$ cat src/rtl/dtc_pkg.sv
`timescale 1ns / 1ps
package dtc_pkg;

  localparam int DUTY_MAX  = 16384;
  localparam int STATE_EXT = 10;
  localparam int FILT_W    = 26;
  // Quotient bits of the drop-term division (33-bit rounded dividend).
  localparam int DIV_STEPS = 33;
  localparam int CFG_IDX_W = 8;

  localparam logic [CFG_IDX_W-1:0] REG_DEAD_TIME  = 8'd0;
  localparam logic [CFG_IDX_W-1:0] REG_DIODE_GAIN = 8'd1;
  localparam logic [CFG_IDX_W-1:0] REG_BAND       = 8'd2;
  localparam logic [CFG_IDX_W-1:0] REG_SWITCH_RES = 8'd3;

  typedef enum logic [1:0] {
    ST_IDLE,
    ST_BUSY,
    ST_HOLD
  } ctrl_state_t;

  typedef struct packed {
    logic               done;
    logic signed [15:0] duty;
  } lane_result_t;

endpackage

$ cat src/rtl/dtc_divider.sv
`timescale 1ns / 1ps
module dtc_divider (
  input  logic                             clk,
  input  logic                             rst,
  input  logic                             start,
  input  logic [dtc_pkg::DIV_STEPS-1:0]    dividend,
  input  logic [15:0]                      divisor,
  output logic                             done,
  output logic [dtc_pkg::DIV_STEPS-1:0]    quotient
);

  localparam int CNT_W = $clog2(dtc_pkg::DIV_STEPS);

  logic [15:0]      rem;
  logic [CNT_W-1:0] cnt;
  logic             busy;
  logic [16:0]      trial;
  logic [16:0]      diff;
  logic             fits;

  // Restoring division, one quotient bit per cycle. The dividend is shifted
  // out of the top of the quotient register as quotient bits enter below.
  always_comb begin
    trial = {rem, quotient[dtc_pkg::DIV_STEPS-1]};
    diff  = trial - {1'b0, divisor};
    fits  = trial >= {1'b0, divisor};
  end

  always_ff @(posedge clk) begin
    if (rst) begin
      busy <= 1'b0;
      done <= 1'b0;
      cnt  <= '0;
    end else begin
      done <= 1'b0;
      if (start) begin
        busy     <= 1'b1;
        cnt      <= '0;
        rem      <= '0;
        quotient <= dividend;
      end else if (busy) begin
        rem      <= fits ? diff[15:0] : trial[15:0];
        quotient <= {quotient[dtc_pkg::DIV_STEPS-2:0], fits};
        cnt      <= cnt + 1'b1;
        if (cnt == CNT_W'(dtc_pkg::DIV_STEPS - 1)) begin
          busy <= 1'b0;
          done <= 1'b1;
        end
      end
    end
  end

endmodule

$ cat src/rtl/dtc_lane.sv
`timescale 1ns / 1ps
module dtc_lane #(
  parameter int   FILTER_SHIFT = 10,
  parameter logic FLAG_INIT    = 1'b0
) (
  input  logic                  clk,
  input  logic                  rst,
  input  logic                  start,
  input  logic signed [15:0]    cur,
  input  logic signed [15:0]    duty,
  input  logic [14:0]           ud,
  input  logic [14:0]           band,
  input  logic [15:0]           sr,
  input  logic [16:0]           t_term,
  output dtc_pkg::lane_result_t res
);

  localparam int FW  = dtc_pkg::FILT_W;
  localparam int SW  = 35;

  logic signed [FW-1:0] filt;
  logic                 flag;
  logic                 flag_used;
  logic [31:0]          mag;
  logic                 neg;
  logic                 div_go;

  logic signed [FW-1:0] target;
  logic signed [FW:0]   diff;
  logic signed [FW:0]   step;
  logic                 rising;
  logic                 falling;
  logic signed [16:0]   cur_ext;
  logic signed [16:0]   band_pos;
  logic signed [16:0]   band_neg;
  logic [15:0]          abs_cur;
  logic [dtc_pkg::DIV_STEPS-1:0] dividend;
  logic                 div_done;
  logic [dtc_pkg::DIV_STEPS-1:0] quo;
  logic signed [SW-1:0] q_term;
  logic signed [SW-1:0] t_signed;
  logic signed [SW-1:0] sum;
  logic signed [15:0]   clamped;

  always_comb begin
    target   = {cur, {dtc_pkg::STATE_EXT{1'b0}}};
    diff     = {target[FW-1], target} - {filt[FW-1], filt};
    step     = diff >>> FILTER_SHIFT;
    rising   = !step[FW] && (step != '0);
    falling  = step[FW];
    cur_ext  = {cur[15], cur};
    band_pos = $signed({2'b00, band});
    band_neg = -band_pos;
    abs_cur  = cur[15] ? 16'(-cur) : cur;
    // Rounded to nearest: (2*|R*I| + Ud) / (2*Ud).
    dividend = {mag, 1'b0} + {18'b0, ud};
  end

  always_ff @(posedge clk) begin
    if (rst) begin
      filt   <= '0;
      flag   <= FLAG_INIT;
      div_go <= 1'b0;
    end else begin
      div_go <= start;
      if (start) begin
        filt      <= filt + step[FW-1:0];
        flag_used <= flag;
        mag       <= sr * abs_cur;
        neg       <= cur[15];
        if (!flag) begin
          if (cur_ext >= band_neg && rising) begin
            flag <= 1'b1;
          end
        end else begin
          if (cur_ext <= band_pos && falling) begin
            flag <= 1'b0;
          end
        end
      end
    end
  end

  dtc_divider u_div (
    .clk      (clk),
    .rst      (rst),
    .start    (div_go),
    .dividend (dividend),
    .divisor  ({ud, 1'b0}),
    .done     (div_done),
    .quotient (quo)
  );

  always_comb begin
    if (ud == '0) begin
      q_term = '0;
    end else if (neg) begin
      q_term = -$signed({2'b00, quo});
    end else begin
      q_term = $signed({2'b00, quo});
    end
    t_signed = flag_used ? -$signed({18'b0, t_term}) : $signed({18'b0, t_term});
    sum      = $signed({{(SW-16){duty[15]}}, duty}) + t_signed + q_term;
    if (sum > SW'(dtc_pkg::DUTY_MAX)) begin
      clamped = 16'(dtc_pkg::DUTY_MAX);
    end else if (sum < -SW'(dtc_pkg::DUTY_MAX)) begin
      clamped = -16'(dtc_pkg::DUTY_MAX);
    end else begin
      clamped = sum[15:0];
    end
  end

  always_ff @(posedge clk) begin
    if (rst) begin
      res.done <= 1'b0;
    end else begin
      res.done <= div_done;
      if (div_done) begin
        res.duty <= clamped;
      end
    end
  end

endmodule

$ cat src/rtl/dead_time_comp_hysteresis.sv
`timescale 1ns / 1ps
// Dead-time compensation for a three-phase inverter, one transaction per
// PWM period. The input channel (in_valid / in_stall) carries the three
// phase currents, the three duty references and the DC bus voltage; the
// output channel (out_valid / out_stall) returns the three compensated,
// clamped duties and the zero-bus fault flag. Registers are written over
// cfg_valid / cfg_ready / cfg_index / cfg_data; the user must write them
// only while the block is idle, which the block does not enforce. cfg_ready
// is always high and unknown indexes are ignored. Each phase has its own
// lane with a current filter, a polarity flag with hysteresis and a
// one-bit-per-cycle divider for the resistive drop term. An accepted input
// passes the start register, each lane's 33-step divider and its result
// register; a new input is taken the cycle after the result is loaded.
// Reset clears the filters, sets the polarity flags to U 0, V 1, W 0,
// zeroes the configuration registers and empties the output. If the
// receiver stalls, the result waits in the output register and in_stall
// stays high once the next result is ready and cannot be loaded.
module dead_time_comp_hysteresis #(
  parameter int FILTER_SHIFT = 10
) (
  input  logic                           clk,
  input  logic                           rst,
  input  logic                           in_valid,
  output logic                           in_stall,
  input  logic signed [15:0]             current_u,
  input  logic signed [15:0]             current_v,
  input  logic signed [15:0]             current_w,
  input  logic signed [15:0]             duty_a_in,
  input  logic signed [15:0]             duty_b_in,
  input  logic signed [15:0]             duty_c_in,
  input  logic [14:0]                    bus_voltage,
  output logic                           out_valid,
  input  logic                           out_stall,
  output logic signed [15:0]             duty_a_out,
  output logic signed [15:0]             duty_b_out,
  output logic signed [15:0]             duty_c_out,
  output logic                           zero_bus_fault,
  input  logic                           cfg_valid,
  output logic                           cfg_ready,
  input  logic [dtc_pkg::CFG_IDX_W-1:0]  cfg_index,
  input  logic [15:0]                    cfg_data
);

  dtc_pkg::ctrl_state_t state, state_next;

  logic [13:0]        dead_time_term;
  logic [15:0]        diode_drop_gain;
  logic [14:0]        current_band;
  logic [15:0]        switch_resistance;

  logic signed [15:0] cur_u, cur_v, cur_w;
  logic signed [15:0] duty_a, duty_b, duty_c;
  logic [14:0]        ud;
  logic               start;
  logic [30:0]        t_prod;
  logic [16:0]        t_term;
  logic [31:0]        t_round;

  dtc_pkg::lane_result_t res_a, res_b, res_c;
  logic               lanes_done;
  logic               out_free;
  logic               accept;
  logic               load;

  assign cfg_ready = 1'b1;

  always_ff @(posedge clk) begin
    if (rst) begin
      dead_time_term    <= '0;
      diode_drop_gain   <= '0;
      current_band      <= '0;
      switch_resistance <= '0;
    end else if (cfg_valid && cfg_ready) begin
      case (cfg_index)
        dtc_pkg::REG_DEAD_TIME:  dead_time_term    <= cfg_data[13:0];
        dtc_pkg::REG_DIODE_GAIN: diode_drop_gain   <= cfg_data;
        dtc_pkg::REG_BAND:       current_band      <= cfg_data[14:0];
        dtc_pkg::REG_SWITCH_RES: switch_resistance <= cfg_data;
        default: begin
        end
      endcase
    end
  end

  assign lanes_done = res_a.done & res_b.done & res_c.done;
  assign out_free   = !out_valid || !out_stall;

  always_comb begin
    state_next = state;
    case (state)
      dtc_pkg::ST_IDLE: begin
        if (in_valid) state_next = dtc_pkg::ST_BUSY;
      end
      dtc_pkg::ST_BUSY: begin
        if (lanes_done) state_next = out_free ? dtc_pkg::ST_IDLE : dtc_pkg::ST_HOLD;
      end
      dtc_pkg::ST_HOLD: begin
        if (out_free) state_next = dtc_pkg::ST_IDLE;
      end
      default: state_next = dtc_pkg::ST_IDLE;
    endcase
  end

  always_comb begin
    in_stall = (state != dtc_pkg::ST_IDLE);
    accept   = in_valid && !in_stall;
    load     = out_free && ((state == dtc_pkg::ST_BUSY && lanes_done) ||
                            state == dtc_pkg::ST_HOLD);
  end

  always_ff @(posedge clk) begin
    if (rst) begin
      state <= dtc_pkg::ST_IDLE;
      start <= 1'b0;
    end else begin
      state <= state_next;
      start <= accept;
    end
  end

  always_ff @(posedge clk) begin
    if (accept) begin
      cur_u  <= current_u;
      cur_v  <= current_v;
      cur_w  <= current_w;
      duty_a <= duty_a_in;
      duty_b <= duty_b_in;
      duty_c <= duty_c_in;
      ud     <= bus_voltage;
    end
  end

  // The dead-time term is registered in t_prod and then t_term once the
  // inputs are latched, well before any lane finishes its division.
  assign t_round = {1'b0, t_prod} + 32'd32768;

  always_ff @(posedge clk) begin
    t_prod <= diode_drop_gain * ud;
    t_term <= {3'b000, dead_time_term} + {1'b0, t_round[31:16]};
  end

  dtc_lane #(.FILTER_SHIFT(FILTER_SHIFT), .FLAG_INIT(1'b0)) u_lane_u (
    .clk (clk), .rst (rst), .start (start), .cur (cur_u), .duty (duty_a),
    .ud (ud), .band (current_band), .sr (switch_resistance), .t_term (t_term),
    .res (res_a)
  );

  dtc_lane #(.FILTER_SHIFT(FILTER_SHIFT), .FLAG_INIT(1'b1)) u_lane_v (
    .clk (clk), .rst (rst), .start (start), .cur (cur_v), .duty (duty_b),
    .ud (ud), .band (current_band), .sr (switch_resistance), .t_term (t_term),
    .res (res_b)
  );

  dtc_lane #(.FILTER_SHIFT(FILTER_SHIFT), .FLAG_INIT(1'b0)) u_lane_w (
    .clk (clk), .rst (rst), .start (start), .cur (cur_w), .duty (duty_c),
    .ud (ud), .band (current_band), .sr (switch_resistance), .t_term (t_term),
    .res (res_c)
  );

  // Merge the lane results and the fault flag into the output register.
  always_ff @(posedge clk) begin
    if (rst) begin
      out_valid <= 1'b0;
    end else begin
      if (load) begin
        out_valid <= 1'b1;
      end else if (!out_stall) begin
        out_valid <= 1'b0;
      end
    end
  end

  always_ff @(posedge clk) begin
    if (load) begin
      duty_a_out     <= res_a.duty;
      duty_b_out     <= res_b.duty;
      duty_c_out     <= res_c.duty;
      zero_bus_fault <= (ud == '0);
    end
  end

endmodule

$ cat config.mk
export PLATFORM = sky130hd
export DESIGN_NAME = dead_time_comp_hysteresis
export DESIGN_NICKNAME = d
export VERILOG_FILES = /design/src/rtl/dtc_pkg.sv /design/src/rtl/dtc_divider.sv /design/src/rtl/dtc_lane.sv /design/src/rtl/dead_time_comp_hysteresis.sv
export SDC_FILE = /design/constraint.sdc
export NUM_CORES = 2
export LEC_CHECK = 0
export ABC_AREA = 1
export BUFFER_PORTS_ARGS = -buffer_cell sky130_fd_sc_hd__buf_2
export CAP_MARGIN = 20
export CORE_MARGIN = 2
export CORE_UTILIZATION = 30
export CTS_CLUSTER_SIZE = 30
export DETAILED_ROUTE_END_ITERATION = 16
export PLACE_DENSITY = 0.42
export SLEW_MARGIN = 20
export SYNTH_ARGS = -nofsm -noshare
export SYNTH_HDL_FRONTEND = slang
export SYNTH_SLANG_ARGS = --single-unit
$ cat constraint.sdc
create_clock -name clk -period 13.9 [get_ports clk]
set_clock_uncertainty 0.1 [all_clocks]
set_input_delay 0 -clock clk [delete_from_list [all_inputs] [get_ports clk]]
set_output_delay 0 -clock clk [all_outputs]
set_load 0.03 [all_outputs]
==> run summary <==
metal2 WL - 146000 um
most frequent cells in the layout - 2529 x nand2_1, 2301 x inv_1, 1168 x nor2_1, 876 x fa_1, 839 x ha_1
post-synthesis register bit count - 664
predominant post-synthesis flop cell - edfxtp_1
most frequent CP cell - inv_1
Worst-path clk slew - 70 ps
routed vias - 75858
via density per instance - 4.81
Layout Nets - 13751
Mapped Cells - 11539
most common cell after layout, fill and taps aside - nand2_1
CP Launch Type - register
CP max stage delay - 820 ps
YS warnings - 0
# clock sinks - 664
CP Capture Type - register
Worst Path Max Fanout - 19
I/O pin cnt - 192
Hold Crit Class - input pin to register
clk root buf - clkbuf_16
synthesized cell area - 0.0866 sq mm
# port buffers - 190
required time worst endpoint - 14370 ps
CTS Buf Count - 97
Crit-path slowest cell - xor2_1
Final Hold Viols - 0
Detailed Place HPWL - 249000 um
GR Overflow Total - 0
filler instances - 30600
final setup fails - 0
Post-CTS Resized - 0
sum of negative setup slack - 0 ps
synth unique cells - 61
hold_sp - rst
Worst Setup SP - cur_u[0]$_DFFE_PP_
Starting Density - 30.1%
Max Used Layer - met5
worst vdd ir - 0.0000939 V
FF/Latch Area - 0.0179 sq mm
largest net degree at the start of global routing - 74
period utilisation layout - 58.9%
DRT Wirelength - 314000 um
Syn Nets - 13394
status - complete, no violations
Multi-input gate area - 0.0589 sq mm
clk buf depth - 4
met1 WL - 146000 um
metal3 WL - 13100 um
# DRC - 0
Avg Inst Size Synth - 7.50 sq um
drt initial violations - 5000
max-cap check violation count - 0
Crit Path Class - register to register
RSZ-0062 raised after global routing - no
total core area - 0.288 sq mm
max_slew headroom - 26.3%
Total Power - 0.00748 W
fin. max-slew vios - 0
post-synthesis sequential area ratio - 20.6%
fmax - 122 MHz
Die Height - 541 um
Area growth syn-to-layout - 13.0%
asr flop ratio synth - 0%
vias in the first global route - 77851
TritonRoute pass-1 iters - 6
post-layout min period - 8190 ps
arrival time at the worst endpoint - 8660 ps
antenna-violating nets left - 0
Post-synth EDFFs - 457
pwr dens - 76.5 mW/mm^2
initial antenna violation count - 11
clk_lat worst skew - 850 ps
worst r2r src - cur_u[0]$_DFFE_PP_
gr usage total - 21.4%
ratio of cells with drive above 1 in the final layout - 5.05%
DIE WIDTH - 541 um
TritonCTS clock tree - done
Slew @ Worst Pin - 1100 ps
first-pass GRT wire length - 480000 um
# H-tree levels - 3
Die Area - 0.293 sq mm
# rows - 197
wire length per cell - 19.9 um
Leak - 48.8 nW
gpl congestion - 0.886
per-layer routing:
metal	track usage (%)	vias up
li1	-	37021
met1	28.9	36774
met2	36.4	1683
met3	2.13	376
met4	5.37	4
met5	0	-
critical path: cells and delay by family (launching register included):
kind / cells / cell delay [ps]
DFF: 1 / 720
AOI/OAI and AO/OA: 4 / 630
xor gates and xnor gates: 2 / 980
buffers and inverters: 10 / 1120
and+or+nand+nor: 9 / 1200
adders and majority gates: 8 / 3150
through the flow:
step | area [sq um] | cells | hold WS (ps) | setup slack, ps | utilization (%)
global placement | 91900 | 15308 | 75.9 | 5690 | 31.9
detailed placement | 91900 | 15308 | 78.1 | 5700 | 31.9
floorplan | 86600 | 11539 | -1.13 | 6640 | -
global route | 97800 | 15754 | 53.5 | 5000 | 34.0
CTS | 97700 | 15744 | 13.1 | 5620 | 34.0
finish | 97800 | 15755 | 70.1 | 5710 | 34.0
power by group:
group | switching (W) | internal [W] | total (W) | leakage [nW]
clock | 0.00107 | 0.00146 | 0.00253 | 1.56
combinational | 0.00180 | 0.000877 | 0.00267 | 41.3
sequential | 0.0000850 | 0.00220 | 0.00229 | 5.93
total | 0.00295 | 0.00454 | 0.00748 | 48.8
timing repair:
action                    in CTS  in global routing
setup buffers                  0                  0
hold buffers                 264                  3
hold endpoints to repair     344                  2
synthesized netlist by cell type (all sizes together) (39+ instances only):
| cell type | count | area, sq um |
|---|---|---|
| xor2 | 226 | 1980 |
| nor3 | 172 | 962 |
| or2 | 39 | 244 |
| o21ai | 594 | 2990 |
| nand2 | 2543 | 9580 |
| nand3 | 432 | 2190 |
| a31oi | 46 | 288 |
| clkbuf | 264 | 991 |
| a21oi | 681 | 3410 |
| nand4 | 130 | 820 |
| nor2 | 1206 | 4620 |
| fa | 876 | 17500 |
| inv | 2318 | 8700 |
| edfxtp | 457 | 13700 |
| ha | 839 | 10500 |
| xnor2 | 154 | 1350 |
| nand3b | 46 | 345 |
| dfxtp | 207 | 4140 |
logic make-up after synthesis:
kind of cell / after synthesis / synth area share [%]
adder cells (fa/ha/maj): 1715 / 32.4
AND/OR/NAND/NOR: 4633 / 22.2
buffers and inverters: 2628 / 11.4
other: 1 / 0.00433
AO/OA/AOI/OAI: 1518 / 9.47
XOR/XNOR: 380 / 3.84
flip-flops: 664 / 20.6
registers in the layout, indices dropped and copies added (netlist names), 17 cells and up:
| signal | count |
|---|---|
| u_lane_u.u_div.quotient | 33 |
| u_lane_v.u_div.quotient | 33 |
| u_lane_w.u_div.quotient | 33 |
| u_lane_u.mag | 32 |
| u_lane_v.mag | 32 |
| u_lane_w.mag | 32 |
| u_lane_u.filt | 26 |
| u_lane_v.filt | 26 |
| u_lane_w.filt | 26 |
| t_term | 17 |
| u_lane_u.res | 17 |
| u_lane_v.res | 17 |
| u_lane_w.res | 17 |
path summary, 6_finish.rpt:
kind                                                        to  slack, ps  cells past startpoint
worst min-delay path            u_lane_u.filt[20]$_SDFFE_PP0P_         70                      5
worst min register to register         duty_c_out[0]$_DFFE_PP_        320                      0
worst max register to register      u_lane_u.mag[25]$_DFFE_PP_       5710                     33
worst max-delay path                u_lane_u.mag[25]$_DFFE_PP_       5710                     33
final cells by class:
type | count | area share [%]
clock inverters | 47 | 0.445
multi-input cells | 8247 | 60.2
well taps | 3781 | 4.84
diodes | 5 | 0.0128
inverters | 2331 | 8.96
repair buffers | 555 | 4.48
clock buffers | 125 | 2.80
flip-flops and latches | 664 | 18.3
(Power assumes the default switching activity.)
